==> config.mk <==
export PLATFORM = sky130hd
export DESIGN_NAME = adjacency_matrix_graph_engine
export DESIGN_NICKNAME = d
export VERILOG_FILES = /design/src/hdl/amge_pkg.sv /design/src/hdl/adjacency_matrix_graph_engine.sv /design/src/hdl/amge_ram.sv /design/src/hdl/amge_dpath.sv /design/src/hdl/amge_ctrl.sv
export SDC_FILE = /design/constraint.sdc
export NUM_CORES = 1
export LEC_CHECK = 0
export ABC_AREA = 1
export BUFFER_PORTS_ARGS = -buffer_cell sky130_fd_sc_hd__buf_2
export CAP_MARGIN = 40
export CORE_ASPECT_RATIO = 1.25
export CORE_UTILIZATION = 40
export DETAILED_ROUTE_END_ITERATION = 8
export PLACE_DENSITY = 0.56
export SYNTH_ARGS = -nofsm -noshare
export SYNTH_HDL_FRONTEND = slang
export SYNTH_SLANG_ARGS = --single-unit
==> constraint.sdc <==
create_clock -name clock -period 6.4 [get_ports clock]
set_clock_uncertainty 0.05 [all_clocks]
set_input_delay 1.92 -clock clock [delete_from_list [all_inputs] [get_ports clock]]
set_output_delay 1.92 -clock clock [all_outputs]
set_load 0.05 [all_outputs]
==> src/hdl/amge_pkg.sv <==
// Shared definitions for the adjacency matrix graph engine.
// Field widths, command and error codes, register indexes and the
// command/status structs between the controller and the datapath.
package amge_pkg;

   // Default size of the vertex set
   localparam int MAX_VERTICES_DEFAULT = 16;

   // Fixed field widths
   localparam int KIND_W      = 3;
   localparam int VERTEX_W    = 4;
   localparam int DEG_W       = 5;
   localparam int TDEG_W      = 6;
   localparam int COUNT_W     = 5;
   localparam int EDGE_W      = 9;
   localparam int ERR_W       = 2;
   localparam int START_W     = 5;
   localparam int CSR_ADDR_W  = 3;
   localparam int CSR_DATA_W  = 32;

   // At most this many results per listing
   localparam int MAX_RESULTS  = 16;
   localparam int RESULT_CNT_W = 4;

   // Item kinds
   localparam logic [KIND_W-1:0] KIND_CLEAR         = 3'd0;
   localparam logic [KIND_W-1:0] KIND_ADD_EDGE      = 3'd1;
   localparam logic [KIND_W-1:0] KIND_REMOVE_EDGE   = 3'd2;
   localparam logic [KIND_W-1:0] KIND_ADD_VERTEX    = 3'd3;
   localparam logic [KIND_W-1:0] KIND_REMOVE_VERTEX = 3'd4;
   localparam logic [KIND_W-1:0] KIND_QUERY         = 3'd5;
   localparam logic [KIND_W-1:0] KIND_LIST          = 3'd6;

   // Error codes
   localparam logic [ERR_W-1:0] ERR_NONE  = 2'd0;
   localparam logic [ERR_W-1:0] ERR_RANGE = 2'd1;
   localparam logic [ERR_W-1:0] ERR_FULL  = 2'd2;

   // Register select (word address bit 2)
   localparam logic CSR_DIRECTED_MODE  = 1'b0;
   localparam logic CSR_START_VERTICES = 1'b1;

   localparam logic [START_W-1:0] START_RESET = 5'd16;

   // Datapath micro-operations
   typedef enum logic [4:0] {
      DP_NOP,
      DP_TAKE,
      DP_CHECK,
      DP_CLEAR,
      DP_ADD_VERTEX,
      DP_RD_FIRST,
      DP_RD_SECOND,
      DP_WR_EDGE_A,
      DP_WR_EDGE_B,
      DP_RM_READ,
      DP_RM_WRITE,
      DP_RM_FINISH,
      DP_Q_CAPTURE,
      DP_Q_READ,
      DP_Q_ACC,
      DP_LIST_CAPTURE,
      DP_LIST_SKIP,
      DP_LIST_EMIT,
      DP_EMIT
   } dp_op_type;

   typedef struct packed {
      dp_op_type op;
   } dp_cmd_type;

   typedef struct packed {
      logic [KIND_W-1:0] kind;
      logic              err_none;
      logic              directed;
      logic              sweep_last;
      logic              scan_hit;
      logic              list_last;
      logic              row_empty;
      logic              out_free;
   } dp_status_type;

endpackage

==> src/hdl/adjacency_matrix_graph_engine.sv <==
// Adjacency matrix graph engine. The graph is held as one row of
// MAX_VERTICES bits per vertex in a single-port-read RAM; a controller
// steps each item through the datapath one row access at a time, so items
// are handled one after another. An error goes straight to the result;
// add/remove edge reads and writes one row (the mirrored row takes a second
// read and write when undirected), remove vertex and query read every live
// row once (query reads its own row first), and listing tests one column
// per cycle while the result channel does not stall. A new item is taken
// while the last result still waits in the output register. Clear
// invalidates rows rather than sweeping them. Edge total counts set bits,
// halved when undirected; the directed mode register only changes how
// counts and new edges are treated, existing bits stay.
module adjacency_matrix_graph_engine #(
   parameter int MAX_VERTICES = amge_pkg::MAX_VERTICES_DEFAULT
) (
   input  logic                            clock,
   input  logic                            reset,
   // configuration port
   input  logic                            csr_psel,
   input  logic                            csr_penable,
   input  logic                            csr_pwrite,
   input  logic [amge_pkg::CSR_ADDR_W-1:0] csr_paddr,
   input  logic [amge_pkg::CSR_DATA_W-1:0] csr_pwdata,
   output logic [amge_pkg::CSR_DATA_W-1:0] csr_prdata,
   output logic                            csr_pready,
   // item channel
   input  logic                            req_valid,
   output logic                            req_ready,
   input  logic [amge_pkg::KIND_W-1:0]     req_kind,
   input  logic [amge_pkg::VERTEX_W-1:0]   req_first_vertex,
   input  logic [amge_pkg::VERTEX_W-1:0]   req_second_vertex,
   // result channel
   output logic                            rsp_valid,
   input  logic                            rsp_ready,
   output logic                            rsp_edge_present,
   output logic [amge_pkg::DEG_W-1:0]      rsp_in_degree,
   output logic [amge_pkg::DEG_W-1:0]      rsp_out_degree,
   output logic [amge_pkg::TDEG_W-1:0]     rsp_total_degree,
   output logic [amge_pkg::COUNT_W-1:0]    rsp_vertex_total,
   output logic [amge_pkg::EDGE_W-1:0]     rsp_edge_total,
   output logic                            rsp_graph_empty,
   output logic [amge_pkg::VERTEX_W-1:0]   rsp_neighbour_index,
   output logic                            rsp_neighbour_valid,
   output logic                            rsp_last,
   output logic [amge_pkg::ERR_W-1:0]      rsp_error_code
);

   amge_pkg::dp_cmd_type    cmd;
   amge_pkg::dp_status_type status;

   amge_ctrl u_ctrl (
      .clock     (clock),
      .reset     (reset),
      .req_valid (req_valid),
      .req_ready (req_ready),
      .status    (status),
      .cmd       (cmd)
   );

   amge_dpath #(
      .MAX_VERTICES (MAX_VERTICES)
   ) u_dpath (
      .clock               (clock),
      .reset               (reset),
      .csr_psel            (csr_psel),
      .csr_penable         (csr_penable),
      .csr_pwrite          (csr_pwrite),
      .csr_paddr           (csr_paddr),
      .csr_pwdata          (csr_pwdata),
      .csr_prdata          (csr_prdata),
      .csr_pready          (csr_pready),
      .req_kind            (req_kind),
      .req_first_vertex    (req_first_vertex),
      .req_second_vertex   (req_second_vertex),
      .cmd                 (cmd),
      .status              (status),
      .rsp_valid           (rsp_valid),
      .rsp_ready           (rsp_ready),
      .rsp_edge_present    (rsp_edge_present),
      .rsp_in_degree       (rsp_in_degree),
      .rsp_out_degree      (rsp_out_degree),
      .rsp_total_degree    (rsp_total_degree),
      .rsp_vertex_total    (rsp_vertex_total),
      .rsp_edge_total      (rsp_edge_total),
      .rsp_graph_empty     (rsp_graph_empty),
      .rsp_neighbour_index (rsp_neighbour_index),
      .rsp_neighbour_valid (rsp_neighbour_valid),
      .rsp_last            (rsp_last),
      .rsp_error_code      (rsp_error_code)
   );

endmodule

==> src/hdl/amge_ram.sv <==
// Generic single-write, single-read RAM with registered read data.
// Standalone; used for the adjacency rows.
module amge_ram #(
   parameter int WIDTH = 16,
   parameter int DEPTH = 16
) (
   input  logic                     clock,
   input  logic                     wr_en,
   input  logic [$clog2(DEPTH)-1:0] wr_addr,
   input  logic [WIDTH-1:0]         wr_data,
   input  logic                     rd_en,
   input  logic [$clog2(DEPTH)-1:0] rd_addr,
   output logic [WIDTH-1:0]         rd_data
);

   logic [WIDTH-1:0] mem_ff [DEPTH];
   logic [WIDTH-1:0] q_ff;

   // write port and registered read port
   always_ff @(posedge clock) begin
      if (wr_en) begin
         mem_ff[wr_addr] <= wr_data;
      end
      if (rd_en) begin
         q_ff <= mem_ff[rd_addr];
      end
   end

   assign rd_data = q_ff;

endmodule

==> src/hdl/amge_dpath.sv <==
// Datapath of the graph engine: item registers, configuration registers,
// row RAM with per-row valid bits, counters and the result register.
// Depends on amge_pkg and amge_ram; driven by amge_ctrl commands.
module amge_dpath #(
   parameter int MAX_VERTICES = amge_pkg::MAX_VERTICES_DEFAULT
) (
   input  logic                               clock,
   input  logic                               reset,
   // configuration port
   input  logic                               csr_psel,
   input  logic                               csr_penable,
   input  logic                               csr_pwrite,
   input  logic [amge_pkg::CSR_ADDR_W-1:0]    csr_paddr,
   input  logic [amge_pkg::CSR_DATA_W-1:0]    csr_pwdata,
   output logic [amge_pkg::CSR_DATA_W-1:0]    csr_prdata,
   output logic                               csr_pready,
   // item fields
   input  logic [amge_pkg::KIND_W-1:0]        req_kind,
   input  logic [amge_pkg::VERTEX_W-1:0]      req_first_vertex,
   input  logic [amge_pkg::VERTEX_W-1:0]      req_second_vertex,
   // controller link
   input  amge_pkg::dp_cmd_type               cmd,
   output amge_pkg::dp_status_type            status,
   // result channel
   output logic                               rsp_valid,
   input  logic                               rsp_ready,
   output logic                               rsp_edge_present,
   output logic [amge_pkg::DEG_W-1:0]         rsp_in_degree,
   output logic [amge_pkg::DEG_W-1:0]         rsp_out_degree,
   output logic [amge_pkg::TDEG_W-1:0]        rsp_total_degree,
   output logic [amge_pkg::COUNT_W-1:0]       rsp_vertex_total,
   output logic [amge_pkg::EDGE_W-1:0]        rsp_edge_total,
   output logic                               rsp_graph_empty,
   output logic [amge_pkg::VERTEX_W-1:0]      rsp_neighbour_index,
   output logic                               rsp_neighbour_valid,
   output logic                               rsp_last,
   output logic [amge_pkg::ERR_W-1:0]         rsp_error_code
);

   localparam int VW         = $clog2(MAX_VERTICES);
   localparam int CW         = $clog2(MAX_VERTICES + 1);
   localparam int TW         = $clog2(MAX_VERTICES * MAX_VERTICES + 1);
   localparam int CMPW       = (CW > amge_pkg::START_W) ? CW : amge_pkg::START_W;
   localparam int LIVE_RESET = (MAX_VERTICES < 16) ? MAX_VERTICES : 16;

   // popcount of one row
   function automatic logic [CW-1:0] count_ones(input logic [MAX_VERTICES-1:0] row);
      logic [CW-1:0] sum;
      sum = '0;
      for (int i = 0; i < MAX_VERTICES; i++) begin
         sum = sum + CW'(row[i]);
      end
      return sum;
   endfunction

   // remove one column, higher columns move down one place
   function automatic logic [MAX_VERTICES-1:0] drop_col(
      input logic [MAX_VERTICES-1:0] row,
      input logic [VW-1:0]           col
   );
      logic [MAX_VERTICES-1:0] res;
      res = '0;
      for (int i = 0; i < MAX_VERTICES; i++) begin
         if (i < int'(col)) begin
            res[i] = row[i];
         end else if (i + 1 < MAX_VERTICES) begin
            res[i] = row[i + 1];
         end else begin
            res[i] = 1'b0;
         end
      end
      return res;
   endfunction

   // item registers
   logic [amge_pkg::KIND_W-1:0]   kind_ff, kind_in;
   logic [amge_pkg::VERTEX_W-1:0] a_ff, a_in;
   logic [amge_pkg::VERTEX_W-1:0] b_ff, b_in;
   logic [amge_pkg::ERR_W-1:0]    err_ff, err_in;

   // configuration
   logic                          mode_ff, mode_in;
   logic [amge_pkg::START_W-1:0]  start_ff, start_in;

   // graph state
   logic [CW-1:0]                 live_ff, live_in;
   logic [TW-1:0]                 total_ff, total_in;
   logic [MAX_VERTICES-1:0]       valid_ff, valid_in;

   // sweep and accumulation
   logic [VW-1:0]                 cur_ff, cur_in;
   logic [TW-1:0]                 acc_ff, acc_in;
   logic [CW-1:0]                 indeg_ff, indeg_in;
   logic [CW-1:0]                 outdeg_ff, outdeg_in;
   logic                          edge_ff, edge_in;
   logic [MAX_VERTICES-1:0]       scan_ff, scan_in;
   logic [amge_pkg::RESULT_CNT_W-1:0] n_ff, n_in;
   logic                          rd_valid_ff, rd_valid_in;
   logic                          rd_zero_ff, rd_zero_in;

   // result register
   logic                          rsp_valid_ff, rsp_valid_in;
   logic                          rsp_edge_present_ff, rsp_edge_present_in;
   logic [amge_pkg::DEG_W-1:0]    rsp_in_degree_ff, rsp_in_degree_in;
   logic [amge_pkg::DEG_W-1:0]    rsp_out_degree_ff, rsp_out_degree_in;
   logic [amge_pkg::TDEG_W-1:0]   rsp_total_degree_ff, rsp_total_degree_in;
   logic [amge_pkg::COUNT_W-1:0]  rsp_vertex_total_ff, rsp_vertex_total_in;
   logic [amge_pkg::EDGE_W-1:0]   rsp_edge_total_ff, rsp_edge_total_in;
   logic                          rsp_graph_empty_ff, rsp_graph_empty_in;
   logic [amge_pkg::VERTEX_W-1:0] rsp_neighbour_index_ff, rsp_neighbour_index_in;
   logic                          rsp_neighbour_valid_ff, rsp_neighbour_valid_in;
   logic                          rsp_last_ff, rsp_last_in;
   logic [amge_pkg::ERR_W-1:0]    rsp_error_code_ff, rsp_error_code_in;

   // RAM port signals
   logic                          rd_en;
   logic [VW-1:0]                 rd_addr;
   logic [MAX_VERTICES-1:0]       ram_q;
   logic                          wr_en;
   logic [VW-1:0]                 wr_addr;
   logic [MAX_VERTICES-1:0]       wr_data;

   // helpers
   logic [VW-1:0]                 a_row, b_row;
   logic                          a_ok, b_ok, full;
   logic [amge_pkg::ERR_W-1:0]    err_now;
   logic [MAX_VERTICES-1:0]       rd_row;
   logic [MAX_VERTICES-1:0]       live_mask;
   logic [VW-1:0]                 edge_idx;
   logic [MAX_VERTICES-1:0]       edge_mask;
   logic                          edge_old;
   logic [MAX_VERTICES-1:0]       edge_row;
   logic [VW-1:0]                 rm_src;
   logic                          at_end;
   logic                          list_last;
   logic                          csr_write;

   amge_ram #(
      .WIDTH (MAX_VERTICES),
      .DEPTH (MAX_VERTICES)
   ) u_rows (
      .clock   (clock),
      .wr_en   (wr_en),
      .wr_addr (wr_addr),
      .wr_data (wr_data),
      .rd_en   (rd_en),
      .rd_addr (rd_addr),
      .rd_data (ram_q)
   );

   assign a_row  = VW'(a_ff);
   assign b_row  = VW'(b_ff);
   // rows never written since the last clear read as zero
   assign rd_row = (rd_valid_ff && !rd_zero_ff) ? ram_q : '0;
   assign at_end = (CW'(cur_ff) == (live_ff - CW'(1)));
   assign rm_src = (cur_ff >= a_row) ? VW'(CW'(cur_ff) + CW'(1)) : cur_ff;

   // range and capacity checks against the current vertex count
   always_comb begin
      a_ok = CMPW'(a_ff) < CMPW'(live_ff);
      b_ok = CMPW'(b_ff) < CMPW'(live_ff);
      full = live_ff >= CW'(MAX_VERTICES);
      unique case (kind_ff) inside
         amge_pkg::KIND_ADD_EDGE, amge_pkg::KIND_REMOVE_EDGE, amge_pkg::KIND_QUERY: begin
            err_now = (a_ok && b_ok) ? amge_pkg::ERR_NONE : amge_pkg::ERR_RANGE;
         end
         amge_pkg::KIND_REMOVE_VERTEX, amge_pkg::KIND_LIST: begin
            err_now = a_ok ? amge_pkg::ERR_NONE : amge_pkg::ERR_RANGE;
         end
         amge_pkg::KIND_ADD_VERTEX: begin
            err_now = full ? amge_pkg::ERR_FULL : amge_pkg::ERR_NONE;
         end
         default: begin
            err_now = amge_pkg::ERR_NONE;
         end
      endcase
   end

   // columns below the vertex count
   always_comb begin
      for (int i = 0; i < MAX_VERTICES; i++) begin
         live_mask[i] = CMPW'(i) < CMPW'(live_ff);
      end
   end

   // single-bit edge update on the row just read
   always_comb begin
      edge_idx  = (cmd.op == amge_pkg::DP_WR_EDGE_B) ? a_row : b_row;
      edge_mask = {{(MAX_VERTICES - 1){1'b0}}, 1'b1} << edge_idx;
      edge_old  = rd_row[edge_idx];
      edge_row  = (kind_ff == amge_pkg::KIND_ADD_EDGE) ? (rd_row | edge_mask)
                                                      : (rd_row & ~edge_mask);
   end

   assign list_last = (scan_ff[MAX_VERTICES-1:1] == '0) ||
                      (n_ff == amge_pkg::RESULT_CNT_W'(amge_pkg::MAX_RESULTS - 1));

   // configuration port
   assign csr_write  = csr_psel && csr_penable && csr_pwrite;
   assign csr_pready = 1'b1;
   assign csr_prdata = (csr_paddr[2] == amge_pkg::CSR_START_VERTICES)
                     ? amge_pkg::CSR_DATA_W'(start_ff)
                     : amge_pkg::CSR_DATA_W'(mode_ff);

   // next state of the datapath per micro-operation
   always_comb begin
      kind_in     = kind_ff;
      a_in        = a_ff;
      b_in        = b_ff;
      err_in      = err_ff;
      mode_in     = mode_ff;
      start_in    = start_ff;
      live_in     = live_ff;
      total_in    = total_ff;
      valid_in    = valid_ff;
      cur_in      = cur_ff;
      acc_in      = acc_ff;
      indeg_in    = indeg_ff;
      outdeg_in   = outdeg_ff;
      edge_in     = edge_ff;
      scan_in     = scan_ff;
      n_in        = n_ff;
      rd_zero_in  = rd_zero_ff;
      rd_en       = 1'b0;
      rd_addr     = cur_ff;
      wr_en       = 1'b0;
      wr_addr     = cur_ff;
      wr_data     = edge_row;

      if (csr_write) begin
         if (csr_paddr[2] == amge_pkg::CSR_START_VERTICES) begin
            start_in = csr_pwdata[amge_pkg::START_W-1:0];
         end else begin
            mode_in = csr_pwdata[0];
         end
      end

      unique case (cmd.op)
         amge_pkg::DP_TAKE: begin
            kind_in = req_kind;
            a_in    = req_first_vertex;
            b_in    = req_second_vertex;
         end
         amge_pkg::DP_CHECK: begin
            err_in   = err_now;
            cur_in   = '0;
            acc_in   = '0;
            indeg_in = '0;
            n_in     = '0;
         end
         amge_pkg::DP_CLEAR: begin
            valid_in = '0;
            total_in = '0;
            live_in  = (CMPW'(start_ff) > CMPW'(MAX_VERTICES)) ? CW'(MAX_VERTICES)
                                                               : CW'(start_ff);
         end
         amge_pkg::DP_ADD_VERTEX: begin
            // cells outside the live square are always zero: no sweep needed
            live_in = live_ff + CW'(1);
         end
         amge_pkg::DP_RD_FIRST: begin
            rd_en      = 1'b1;
            rd_addr    = a_row;
            rd_zero_in = 1'b0;
         end
         amge_pkg::DP_RD_SECOND: begin
            rd_en      = 1'b1;
            rd_addr    = b_row;
            rd_zero_in = 1'b0;
         end
         amge_pkg::DP_WR_EDGE_A, amge_pkg::DP_WR_EDGE_B: begin
            wr_en   = 1'b1;
            wr_addr = (cmd.op == amge_pkg::DP_WR_EDGE_B) ? b_row : a_row;
            wr_data = edge_row;
            valid_in[wr_addr] = 1'b1;
            if (kind_ff == amge_pkg::KIND_ADD_EDGE && !edge_old) begin
               total_in = total_ff + TW'(1);
            end else if (kind_ff == amge_pkg::KIND_REMOVE_EDGE && edge_old) begin
               total_in = total_ff - TW'(1);
            end
         end
         amge_pkg::DP_RM_READ: begin
            // rows at or above the removed vertex take the next row up;
            // the top live row becomes empty
            rd_en      = 1'b1;
            rd_addr    = rm_src;
            rd_zero_in = at_end;
         end
         amge_pkg::DP_RM_WRITE: begin
            wr_en   = 1'b1;
            wr_addr = cur_ff;
            wr_data = drop_col(rd_row, a_row);
            valid_in[cur_ff] = 1'b1;
            acc_in  = acc_ff + TW'(count_ones(drop_col(rd_row, a_row)));
            cur_in  = VW'(CW'(cur_ff) + CW'(1));
         end
         amge_pkg::DP_RM_FINISH: begin
            total_in = acc_ff;
            live_in  = live_ff - CW'(1);
         end
         amge_pkg::DP_Q_CAPTURE: begin
            outdeg_in = count_ones(rd_row);
            edge_in   = rd_row[b_row];
         end
         amge_pkg::DP_Q_READ: begin
            rd_en      = 1'b1;
            rd_addr    = cur_ff;
            rd_zero_in = 1'b0;
         end
         amge_pkg::DP_Q_ACC: begin
            indeg_in = indeg_ff + CW'(rd_row[a_row]);
            cur_in   = VW'(CW'(cur_ff) + CW'(1));
         end
         amge_pkg::DP_LIST_CAPTURE: begin
            scan_in = rd_row & live_mask;
         end
         amge_pkg::DP_LIST_SKIP: begin
            scan_in = scan_ff >> 1;
            cur_in  = VW'(CW'(cur_ff) + CW'(1));
         end
         amge_pkg::DP_LIST_EMIT: begin
            scan_in = scan_ff >> 1;
            cur_in  = VW'(CW'(cur_ff) + CW'(1));
            n_in    = n_ff + amge_pkg::RESULT_CNT_W'(1);
         end
         amge_pkg::DP_EMIT, amge_pkg::DP_NOP: begin
         end
         default: begin
         end
      endcase

      rd_valid_in = rd_en ? valid_ff[rd_addr] : rd_valid_ff;
   end

   // result register: loads when the controller emits, frees when taken
   always_comb begin
      rsp_edge_present_in    = rsp_edge_present_ff;
      rsp_in_degree_in       = rsp_in_degree_ff;
      rsp_out_degree_in      = rsp_out_degree_ff;
      rsp_total_degree_in    = rsp_total_degree_ff;
      rsp_vertex_total_in    = rsp_vertex_total_ff;
      rsp_edge_total_in      = rsp_edge_total_ff;
      rsp_graph_empty_in     = rsp_graph_empty_ff;
      rsp_neighbour_index_in = rsp_neighbour_index_ff;
      rsp_neighbour_valid_in = rsp_neighbour_valid_ff;
      rsp_last_in            = rsp_last_ff;
      rsp_error_code_in      = rsp_error_code_ff;
      rsp_valid_in           = rsp_ready ? 1'b0 : rsp_valid_ff;

      if (cmd.op == amge_pkg::DP_EMIT || cmd.op == amge_pkg::DP_LIST_EMIT) begin
         rsp_valid_in           = 1'b1;
         rsp_vertex_total_in    = amge_pkg::COUNT_W'(live_ff);
         rsp_edge_total_in      = mode_ff ? amge_pkg::EDGE_W'(total_ff)
                                          : amge_pkg::EDGE_W'(total_ff >> 1);
         rsp_graph_empty_in     = (total_ff == '0);
         rsp_edge_present_in    = 1'b0;
         rsp_in_degree_in       = '0;
         rsp_out_degree_in      = '0;
         rsp_total_degree_in    = '0;
         rsp_neighbour_index_in = '0;
         rsp_neighbour_valid_in = 1'b0;
         rsp_last_in            = 1'b1;
         rsp_error_code_in      = err_ff;
         if (cmd.op == amge_pkg::DP_LIST_EMIT) begin
            rsp_neighbour_index_in = amge_pkg::VERTEX_W'(cur_ff);
            rsp_neighbour_valid_in = 1'b1;
            rsp_last_in            = list_last;
         end else if (kind_ff == amge_pkg::KIND_QUERY && err_ff == amge_pkg::ERR_NONE) begin
            rsp_edge_present_in = edge_ff;
            rsp_in_degree_in    = amge_pkg::DEG_W'(indeg_ff);
            rsp_out_degree_in   = amge_pkg::DEG_W'(outdeg_ff);
            rsp_total_degree_in = mode_ff
                                ? amge_pkg::TDEG_W'({1'b0, indeg_ff} + {1'b0, outdeg_ff})
                                : amge_pkg::TDEG_W'(outdeg_ff);
         end
      end
   end

   // control state
   always_ff @(posedge clock) begin
      if (reset) begin
         mode_ff      <= 1'b0;
         start_ff     <= amge_pkg::START_RESET;
         live_ff      <= CW'(LIVE_RESET);
         total_ff     <= '0;
         valid_ff     <= '0;
         rsp_valid_ff <= 1'b0;
      end else begin
         mode_ff      <= mode_in;
         start_ff     <= start_in;
         live_ff      <= live_in;
         total_ff     <= total_in;
         valid_ff     <= valid_in;
         rsp_valid_ff <= rsp_valid_in;
      end
   end

   // payload and working registers
   always_ff @(posedge clock) begin
      kind_ff                <= kind_in;
      a_ff                   <= a_in;
      b_ff                   <= b_in;
      err_ff                 <= err_in;
      cur_ff                 <= cur_in;
      acc_ff                 <= acc_in;
      indeg_ff               <= indeg_in;
      outdeg_ff              <= outdeg_in;
      edge_ff                <= edge_in;
      scan_ff                <= scan_in;
      n_ff                   <= n_in;
      rd_valid_ff            <= rd_valid_in;
      rd_zero_ff             <= rd_zero_in;
      rsp_edge_present_ff    <= rsp_edge_present_in;
      rsp_in_degree_ff       <= rsp_in_degree_in;
      rsp_out_degree_ff      <= rsp_out_degree_in;
      rsp_total_degree_ff    <= rsp_total_degree_in;
      rsp_vertex_total_ff    <= rsp_vertex_total_in;
      rsp_edge_total_ff      <= rsp_edge_total_in;
      rsp_graph_empty_ff     <= rsp_graph_empty_in;
      rsp_neighbour_index_ff <= rsp_neighbour_index_in;
      rsp_neighbour_valid_ff <= rsp_neighbour_valid_in;
      rsp_last_ff            <= rsp_last_in;
      rsp_error_code_ff      <= rsp_error_code_in;
   end

   // status to the controller
   always_comb begin
      status.kind       = kind_ff;
      status.err_none   = (err_now == amge_pkg::ERR_NONE);
      status.directed   = mode_ff;
      status.sweep_last = at_end;
      status.scan_hit   = scan_ff[0];
      status.list_last  = list_last;
      status.row_empty  = (scan_ff == '0);
      status.out_free   = !rsp_valid_ff || rsp_ready;
   end

   assign rsp_valid           = rsp_valid_ff;
   assign rsp_edge_present    = rsp_edge_present_ff;
   assign rsp_in_degree       = rsp_in_degree_ff;
   assign rsp_out_degree      = rsp_out_degree_ff;
   assign rsp_total_degree    = rsp_total_degree_ff;
   assign rsp_vertex_total    = rsp_vertex_total_ff;
   assign rsp_edge_total      = rsp_edge_total_ff;
   assign rsp_graph_empty     = rsp_graph_empty_ff;
   assign rsp_neighbour_index = rsp_neighbour_index_ff;
   assign rsp_neighbour_valid = rsp_neighbour_valid_ff;
   assign rsp_last            = rsp_last_ff;
   assign rsp_error_code      = rsp_error_code_ff;

endmodule

==> src/hdl/amge_ctrl.sv <==
// Controller of the graph engine: sequences each item into datapath
// micro-operations and owns the input handshake. Depends on amge_pkg.
module amge_ctrl (
   input  logic                    clock,
   input  logic                    reset,
   input  logic                    req_valid,
   output logic                    req_ready,
   input  amge_pkg::dp_status_type status,
   output amge_pkg::dp_cmd_type    cmd
);

   typedef enum logic [4:0] {
      ST_IDLE,
      ST_DECODE,
      ST_CLEAR,
      ST_ADD_VERTEX,
      ST_EDGE_RD_A,
      ST_EDGE_WR_A,
      ST_EDGE_RD_B,
      ST_EDGE_WR_B,
      ST_RM_RD,
      ST_RM_WR,
      ST_RM_FINISH,
      ST_Q_RD_A,
      ST_Q_CAPTURE,
      ST_Q_RD,
      ST_Q_ACC,
      ST_L_RD_A,
      ST_L_CAPTURE,
      ST_L_SCAN,
      ST_EMIT
   } state_type;

   state_type state_ff, state_in;

   // next state and command
   always_comb begin
      state_in  = state_ff;
      cmd.op    = amge_pkg::DP_NOP;
      req_ready = 1'b0;
      unique case (state_ff)
         ST_IDLE: begin
            req_ready = 1'b1;
            if (req_valid) begin
               cmd.op   = amge_pkg::DP_TAKE;
               state_in = ST_DECODE;
            end
         end
         ST_DECODE: begin
            cmd.op = amge_pkg::DP_CHECK;
            if (!status.err_none) begin
               state_in = ST_EMIT;
            end else begin
               unique case (status.kind) inside
                  amge_pkg::KIND_CLEAR:         state_in = ST_CLEAR;
                  amge_pkg::KIND_ADD_EDGE,
                  amge_pkg::KIND_REMOVE_EDGE:   state_in = ST_EDGE_RD_A;
                  amge_pkg::KIND_ADD_VERTEX:    state_in = ST_ADD_VERTEX;
                  amge_pkg::KIND_REMOVE_VERTEX: state_in = ST_RM_RD;
                  amge_pkg::KIND_QUERY:         state_in = ST_Q_RD_A;
                  amge_pkg::KIND_LIST:          state_in = ST_L_RD_A;
                  default:                      state_in = ST_EMIT;
               endcase
            end
         end
         ST_CLEAR: begin
            cmd.op   = amge_pkg::DP_CLEAR;
            state_in = ST_EMIT;
         end
         ST_ADD_VERTEX: begin
            cmd.op   = amge_pkg::DP_ADD_VERTEX;
            state_in = ST_EMIT;
         end
         // edge change, mirrored when undirected
         ST_EDGE_RD_A: begin
            cmd.op   = amge_pkg::DP_RD_FIRST;
            state_in = ST_EDGE_WR_A;
         end
         ST_EDGE_WR_A: begin
            cmd.op   = amge_pkg::DP_WR_EDGE_A;
            state_in = status.directed ? ST_EMIT : ST_EDGE_RD_B;
         end
         ST_EDGE_RD_B: begin
            cmd.op   = amge_pkg::DP_RD_SECOND;
            state_in = ST_EDGE_WR_B;
         end
         ST_EDGE_WR_B: begin
            cmd.op   = amge_pkg::DP_WR_EDGE_B;
            state_in = ST_EMIT;
         end
         // vertex removal: read, shift and rewrite each live row
         ST_RM_RD: begin
            cmd.op   = amge_pkg::DP_RM_READ;
            state_in = ST_RM_WR;
         end
         ST_RM_WR: begin
            cmd.op   = amge_pkg::DP_RM_WRITE;
            state_in = status.sweep_last ? ST_RM_FINISH : ST_RM_RD;
         end
         ST_RM_FINISH: begin
            cmd.op   = amge_pkg::DP_RM_FINISH;
            state_in = ST_EMIT;
         end
         // query: own row, then column sweep for the in-degree
         ST_Q_RD_A: begin
            cmd.op   = amge_pkg::DP_RD_FIRST;
            state_in = ST_Q_CAPTURE;
         end
         ST_Q_CAPTURE: begin
            cmd.op   = amge_pkg::DP_Q_CAPTURE;
            state_in = ST_Q_RD;
         end
         ST_Q_RD: begin
            cmd.op   = amge_pkg::DP_Q_READ;
            state_in = ST_Q_ACC;
         end
         ST_Q_ACC: begin
            cmd.op   = amge_pkg::DP_Q_ACC;
            state_in = status.sweep_last ? ST_EMIT : ST_Q_RD;
         end
         // neighbour listing: one column per cycle unless a hit waits for the result register, one item per hit
         ST_L_RD_A: begin
            cmd.op   = amge_pkg::DP_RD_FIRST;
            state_in = ST_L_CAPTURE;
         end
         ST_L_CAPTURE: begin
            cmd.op   = amge_pkg::DP_LIST_CAPTURE;
            state_in = ST_L_SCAN;
         end
         ST_L_SCAN: begin
            if (status.row_empty) begin
               state_in = ST_EMIT;
            end else if (status.scan_hit) begin
               if (status.out_free) begin
                  cmd.op = amge_pkg::DP_LIST_EMIT;
                  if (status.list_last) begin
                     state_in = ST_IDLE;
                  end
               end
            end else begin
               cmd.op = amge_pkg::DP_LIST_SKIP;
            end
         end
         ST_EMIT: begin
            if (status.out_free) begin
               cmd.op   = amge_pkg::DP_EMIT;
               state_in = ST_IDLE;
            end
         end
         default: begin
            state_in = ST_IDLE;
         end
      endcase
   end

   always_ff @(posedge clock) begin
      if (reset) begin
         state_ff <= ST_IDLE;
      end else begin
         state_ff <= state_in;
      end
   end

endmodule
Word-level counts from Yosys, hierarchy flattened:

Memory sizes are Yosys's and may differ from the RTL's. A register that Yosys moved wholly into a read port is not among the register bits.
Index checks and enable logic that the tools add are counted.

* bits in latches: 0
* logic and storage cells: 322
* RAM bits: 256
* bits in read-only memories: 0
* memories kept: 1
* bits of input ports: 53
* output and inout port bits: 75
* register bits: 141

Memories
* u_dpath.u_rows.mem_ff: depth 16, width 16, rd ports 1, clocked after Yosys merged registers in 1, wr ports 1, RTL line amge_ram.sv:16 `logic [WIDTH-1:0] mem_ff [DEPTH];`

* mux-type cells: 96
* equal/unequal tests: 50
* $mul: 0
* shift operators: 1
* magnitude comparators: 44
* reduce and logical (&&, ||, !) cells: 49
* bitwise operators: 9
* divide/modulo/power cells: 0
* add/sub/neg operators: 39

Operator list (number)
* 5-bit by 1-bit adder with 5-bit output: 29
* 5-bit one-hot mux with 17 select lines: 1
* 5-bit by 4-bit equality test with 1-bit output (second input constant): 16
* 5-bit two-way mux: 16
* 5-bit one-hot mux with 16 select lines: 1
* 1-bit two-way mux: 48
* 16-bit two-way mux: 3
* 16-bit bitwise OR: 3
* 16-bit one-hot mux with 3 select lines: 1
* 5-bit by 3-bit equality test with 1-bit output (second input constant): 8
* 4-bit by 5-bit less-than comparator with 1-bit output (first input constant): 8
* 16-bit AND: 2
* 16-bit one-hot mux with 2 select lines: 1
* 5-bit equality test (second input constant): 6
* 4-bit by 5-bit less-than comparator with 1-bit output (second input constant): 6
* 5-bit one-hot mux with 6 select lines: 1
* 4-bit less-than comparator (first input constant): 7
* 9-bit one-hot mux with 3 select lines: 1
* 5-bit by 2-bit equality test with 1-bit output (second input constant): 4
* 3-bit by 5-bit less-than comparator with 1-bit output (first input constant): 4
* 9-bit two-way mux: 2
* 9-bit one-hot mux with 2 select lines: 1
* 1-bit binary-select mux with 4-bit select: 4
* 16-bit logical NOT: 1
* 56 further kinds: 114

Logic depth before layout (Yosys ltp):

* word-level depth: 25
* depth in mapped cells: 30
* mapped depth without buffers: 29

Hierarchy:

From an unflattened synthesis, not the netlist that was laid out.

* cell total of the unflattened synthesis: 2477
* area total of the unflattened synthesis: 22064.9 um^2

By module, submodules not included
* amge_ram: cells each 1074, instances 1, seq. area each 8167.8 um^2, area an instance 11541.1 um^2
* amge_dpath: cells each 1264, instances 1, seq. area each 3713.6 um^2, area an instance 9806.9 um^2
* amge_ctrl: cells each 139, instances 1, seq. area each 100.1 um^2, area an instance 716.9 um^2

Least setup slack after synthesis:

Ideal clock, no wire load.

* path kind: register -> register
* start point: register u_dpath.rd_zero_ff
* end point: register u_dpath.acc_ff[7], data pin
* slack: 555 ps
* arrival: 5530 ps
* required time: 6085 ps
* library setup time: 265 ps
* period minus slack after synthesis: 5845 ps
* buffers on the path: 1
* cell stages (with the launch flop): 27
* cell sequence: edfxtp_1 > nor2_4 > inv_1 > buf_2 > nor2_1 > inv_1 > o21ai_0 > ha_1 > inv_1 > fa_1 > fa_1 > fa_1 > inv_1 > fa_1 > ha_1 > fa_1 > xor2_1 > ha_1 > a21oi_1 > inv_1 > a31oi_1 > nor2_1 > nor2_1 > o21bai_1 > nand3_1 > xor2_1 > nor2_1

* longest elaborated chain between the ends: 22
* elaborated cells on any way between the ends: 50
* those cells by class: add/sub (16); mux (32); reduce/logical (2)

Ends and longest elaborated chain
* start: declaration: RTL line amge_dpath.sv:99 `logic rd_zero_ff, rd_zero_in;`
* start signal: assignment: RTL line amge_dpath.sv:412 `rd_zero_ff <= rd_zero_in;`
* 1-bit logical NOT (*): RTL line amge_dpath.sv:154 `assign rd_row = (rd_valid_ff && !rd_zero_ff) ? ram_q : '0;`
* 1-bit logical AND (*): RTL line amge_dpath.sv:154
* 16-bit two-way mux (*): RTL line amge_dpath.sv:154
* 1-bit two-way mux: RTL line amge_dpath.sv:64 `if (i < int'(col)) begin`
* 1-bit two-way mux: RTL line amge_dpath.sv:238 `unique case (cmd.op)`
* 1-bit by 1-bit adder with 2-bit output: RTL line amge_dpath.sv:51 `sum = sum + CW'(row[i]);`
* 5-bit by 1-bit adder with 5-bit output (12 in a row): RTL line amge_dpath.sv:51
* 5-bit by 1-bit adder with 5-bit output (*) (2 in a row): RTL line amge_dpath.sv:51
* 9-bit by 5-bit adder with 9-bit output (*): RTL line amge_dpath.sv:294 `acc_in = acc_ff + TW'(count_ones(drop_col(rd_row, a_row)));`
* 9-bit one-hot mux with 2 select lines (*): RTL line amge_dpath.sv:238
* end signal: assignment: RTL line amge_dpath.sv:405 `acc_ff <= acc_in;`
* end: declaration: RTL line amge_dpath.sv:92 `logic [TW-1:0] acc_ff, acc_in;`

Every way passes the cells marked *; elsewhere a longest branch is shown, timed or not. The select of a mux whose other input is x is not followed.
A chain may end at the register's enable or synchronous reset.

Final worst setup path:

* start point: register u_dpath.a_ff[1] (netlist name)
* end point: register u_dpath.acc_ff[7], data pin

* longest elaborated chain between the ends: 20
* elaborated cells on any way between the ends: 62
* those cells by class: add/sub (16); order compare (15); mux (31)

Ends and longest elaborated chain
* start: declaration: RTL line amge_dpath.sv:77 `logic [amge_pkg::VERTEX_W-1:0] a_ff, a_in;`
* start signal: assignment: RTL line amge_dpath.sv:401 `a_ff <= a_in;`
* 1-bit by 4-bit less-than comparator with 1-bit output: RTL line amge_dpath.sv:64
* 1-bit two-way mux: RTL line amge_dpath.sv:64
* 1-bit two-way mux: RTL line amge_dpath.sv:238
* 1-bit by 1-bit adder with 2-bit output: RTL line amge_dpath.sv:51
* 5-bit by 1-bit adder with 5-bit output (12 in a row): RTL line amge_dpath.sv:51
* 5-bit by 1-bit adder with 5-bit output (*) (2 in a row): RTL line amge_dpath.sv:51
* 9-bit by 5-bit adder with 9-bit output (*): RTL line amge_dpath.sv:294
* 9-bit one-hot mux with 2 select lines (*): RTL line amge_dpath.sv:238

Marks and branches as above.

==> metrics.txt <==
ratio of final minimum period to clock period 0.9397; HPWL Detailed 41540 um; cell occurring most often along the worst timing path sky130_fd_sc_hd__fa_1; WP data arrival 6.29 ns; clock root buffer master sky130_fd_sc_hd__clkbuf_16; Max IR drop VDD 0.3497 mV; crit start category flop; First-pass DRT Iterations 6; number of vias in the routed layout 16.71k; Critical Path Fanout Max 5; sequential fraction of the synthesis area 0.5494; post-detailed-route count of antenna-violating nets 0; max_slew headroom 0.4340; Worst Setup Path Type flop to flop; number of levels the H-tree was split into 2; Cells on Worst Hold Path 0; buffers inserted during post-CTS setup optimization 0; wire length reported by the detailed router 60840 um; Required @ worst endpoint 6.68 ns; Crit-path slowest cell sky130_fd_sc_hd__fa_1; sequential cell area 11980 um2; Overflow after GRT 0; power density of the placed cells 506.7 nW/um2; die width 210.9 um; nets@finish 2566; transition time of the tightest slew-check pin 0.8489 ns; final-report max-slew violation count 0; register bit count reported by yosys 413; hold bufs inserted after CTS 0; initial core utilization 0.4050; routed len/inst 18.98 um; max_cap viols 0; final standard cell utilization of the core 0.4592; core area 53850 um2; post-route cell area 24730 um2; Top delay family on crit path adder cells; number of warnings reported in the yosys synthesis log 0; post-synthesis instance area 21810 um2; R2R depth 23; Top FF cell, synth sky130_fd_sc_hd__edfxtp_1; number of I/O port buffers 70; TritonCTS clock tree yes; RePlAce Congestion 0.9154; shortest clock period the worst path allows after layout 6.014 ns; via count of the first global-routing pass 16.03k; floorplan die area 55470 um2; delay of the slowest cell on the worst path 0.55 ns; cells after synthesis 2353; number of core rows 95; top-level I/O count 128; Buffers & Inverters on Critical Path 3; average via count per standard cell 5.214; cts bufs inserted 45; Starting DRT DRC Count 1052; path type of the worst min-delay path flop to flop; multi-input logic area 8235 um2; Antenna Diode Count 0; critical path, cell by cell nor2_2 -> nand2_1 -> o21ai_0 -> ha_1 -> inv_1 -> fa_1 -> fa_1 -> fa_1 -> inv_1 -> fa_1 -> ha_1 -> fa_1 -> xor2_1 -> ha_1 -> a21oi_1 -> inv_1 -> a31oi_1 -> nor2_1 -> nor2_1 -> o21bai_1 -> nand3_1 -> xor2_1 -> nor2_1; share of async-settable or async-resettable flops after synthesis 0; final number of hold-violating endpoints 0; Clock Path Buffers 3; Mean Syn Cell Area 9.269 um2; clock latency at the later pin of the worst-skew pair 0.59 ns; Reg clk slew, reported paths 0.06 ns; antenna violations before repair 0; depth of the critical timing path with buffers and inverters included 23; global-route wire length before repair 93750 um; CP endpoint kind flop; DRC violation count after routing 0; fill count 5171; count of distinct cell types in the synthesized netlist 57; Chip Height 263.1 um; status finished clean; layout cell share with drive strength beyond 1 0.1110; setup-violating endpoint count in the final report 0; cell area reported after detailed placement 23270 um2; maximum frequency from static timing analysis 0.1663 GHz; maximum number of pins on one net before global-route repair 75; area grow syn2layout 13.38%; leakage power figure 0.01016 uW; total global-route track usage 0.2197; sinks on the clock net 413; number of flops mapped to enable cells by yosys 371
-- layout by cell type (no fill, tap or decap), drive strengths merged, types with 13 or more instances in the layout --
cell type	netlist	layout
nor3	13	13
dfxtp	42	42
conb	2	28
nand3	349	349
nand3b	72	72
inv	279	283
fa	22	22
clkbuf	62	60
o211ai	13	13
o21ai	137	137
nor2	171	171
buf	70	149
xor2	20	20
edfxtp	371	371
nand2	522	522
a31oi	13	13
ha	48	48
clkinv	4	18
a21oi	62	62
nand4	23	23
-- power breakdown --
| part | switching [uW] | total [uW] | leakage, uW | internal [uW] |
|---|---|---|---|---|
| combinational | 4230 | 6190 | 0.00568 | 1960 |
| clock | 1100 | 2600 | 0.000718 | 1500 |
| sequential | 241 | 3740 | 0.00376 | 3500 |
| total | 5570 | 12500 | 0.0102 | 6960 |
-- Yosys cell counts (all sizes together), types with 2 or more instances --
| master | count | area (um2) |
|---|---|---|
| o21bai | 3 | 22.52 |
| edfxtp | 371 | 11140 |
| nor3 | 13 | 76.33 |
| nor2 | 171 | 671.9 |
| a211oi | 5 | 37.54 |
| xor2 | 20 | 175.2 |
| nand3 | 349 | 1782 |
| nor4 | 3 | 18.77 |
| o21ai | 137 | 704.4 |
| or2 | 8 | 50.05 |
| a22oi | 3 | 22.52 |
| o22ai | 6 | 37.54 |
| clkinv | 4 | 15.01 |
| buf | 70 | 456.7 |
| o311ai | 2 | 17.52 |
| nand4 | 23 | 143.9 |
| a21oi | 62 | 310.3 |
| a221oi | 2 | 17.52 |
| o211ai | 13 | 97.59 |
| xnor2 | 5 | 43.79 |
| a31oi | 13 | 81.33 |
| a32o | 4 | 40.04 |
| clkbuf | 62 | 234.0 |
| a21boi | 3 | 22.52 |
| conb | 2 | 7.510 |
| dfxtp | 42 | 840.8 |
| ha | 48 | 600.6 |
| nand2 | 522 | 1992 |
| o2111ai | 2 | 17.52 |
| inv | 279 | 1047 |
| fa | 22 | 440.4 |
| o311a | 2 | 20.02 |
| nand3b | 72 | 540.5 |
-- state kept, by name, summed over array words and instances, names as in the netlist, 6 cells and up --
register and cells:
u_dpath.valid_ff 16, u_dpath.rsp_edge_total 9, u_dpath.scan_ff 16, u_dpath.total_ff 9, u_dpath.acc_ff 9, u_dpath.u_rows.rd_data 16
u_dpath.u_rows.mem_ff 256, u_dpath.rsp_total_degree 6
-- kinds of logic after synthesis --
logic type,share of synthesized area
buf+inv,0.08037
xor+xnor,0.01004
other cells,0.0003443
compound gates,0.06999
simple gates,0.2422
fa+ha+maj,0.04773
flops,0.5494
-- routing by layer --
metal  track usage  vias to the layer above  wire length, um
li1              -                     8122                -
met1        0.2748                     7972            25060
met2        0.3804                      484            30610
met3       0.03209                      133             2979
met4       0.08539                        0             2197
met5             0                        -                0
-- per-stage QoR --
step	power (uW)	TNS, ns	hold WS (ns)	cells	setup slack (ns)
finish	12530	0	0.3991	3205	0.3858
global route	13480	-0.009667	0.4036	3205	-0.009667
CTS	12630	0	0.4002	3205	0.2572
detailed placement	9990	0	0.3847	3123	0.2815
global placement	9805	0	0.3819	3109	0.3255
floorplan	8026	0	0.3564	2379	0.5548
-- timing repair --
action / in CTS / in global routing
resized for setup: 0 / 9
setup endpoints to repair: 0 / 3
hold endpoints to repair: 0 / 0
-- layout make-up --
class,count,area share
clock buffers,60,0.04903
clock inverters,22,0.009665
inverters,283,0.04296
multi-input cells,1551,0.3330
flip-flops and latches,413,0.4845
well taps,727,0.03679
repair buffers,149,0.04397
-- worst register-to-register path, cell delays in order (launching register included) --
cell                       delay, ns
sky130_fd_sc_hd__edfxtp_1       0.41
sky130_fd_sc_hd__nor2_2         0.35
sky130_fd_sc_hd__nand2_1        0.12
sky130_fd_sc_hd__o21ai_0        0.32
sky130_fd_sc_hd__ha_1           0.29
sky130_fd_sc_hd__inv_1          0.08
sky130_fd_sc_hd__fa_1           0.44
sky130_fd_sc_hd__fa_1           0.53
sky130_fd_sc_hd__fa_1           0.55
sky130_fd_sc_hd__inv_1          0.06
sky130_fd_sc_hd__fa_1           0.47
sky130_fd_sc_hd__ha_1           0.24
sky130_fd_sc_hd__fa_1           0.41
sky130_fd_sc_hd__xor2_1         0.17
sky130_fd_sc_hd__ha_1           0.29
sky130_fd_sc_hd__a21oi_1        0.16
sky130_fd_sc_hd__inv_1          0.05
sky130_fd_sc_hd__a31oi_1        0.19
sky130_fd_sc_hd__nor2_1         0.08
sky130_fd_sc_hd__nor2_1         0.10
sky130_fd_sc_hd__o21bai_1       0.10
sky130_fd_sc_hd__nand3_1        0.10
sky130_fd_sc_hd__xor2_1         0.16
sky130_fd_sc_hd__nor2_1         0.06
-- path summary, 6_finish.rpt --
kind,from,endpoint,slack (ns)
max,u_dpath.a_ff[1]$_DFFE_PN_,u_dpath.acc_ff[7]$_SDFFCE_PN0P_,0.39
min,u_dpath.err_ff[1]$_DFFE_PP_,u_dpath.rsp_error_code[1]$_DFFE_PP_,0.40
min reg2reg,u_dpath.err_ff[1]$_DFFE_PP_,u_dpath.rsp_error_code[1]$_DFFE_PP_,0.40
max reg2reg,u_dpath.a_ff[1]$_DFFE_PN_,u_dpath.acc_ff[7]$_SDFFCE_PN0P_,0.39
(Power assumes the default switching activity.)
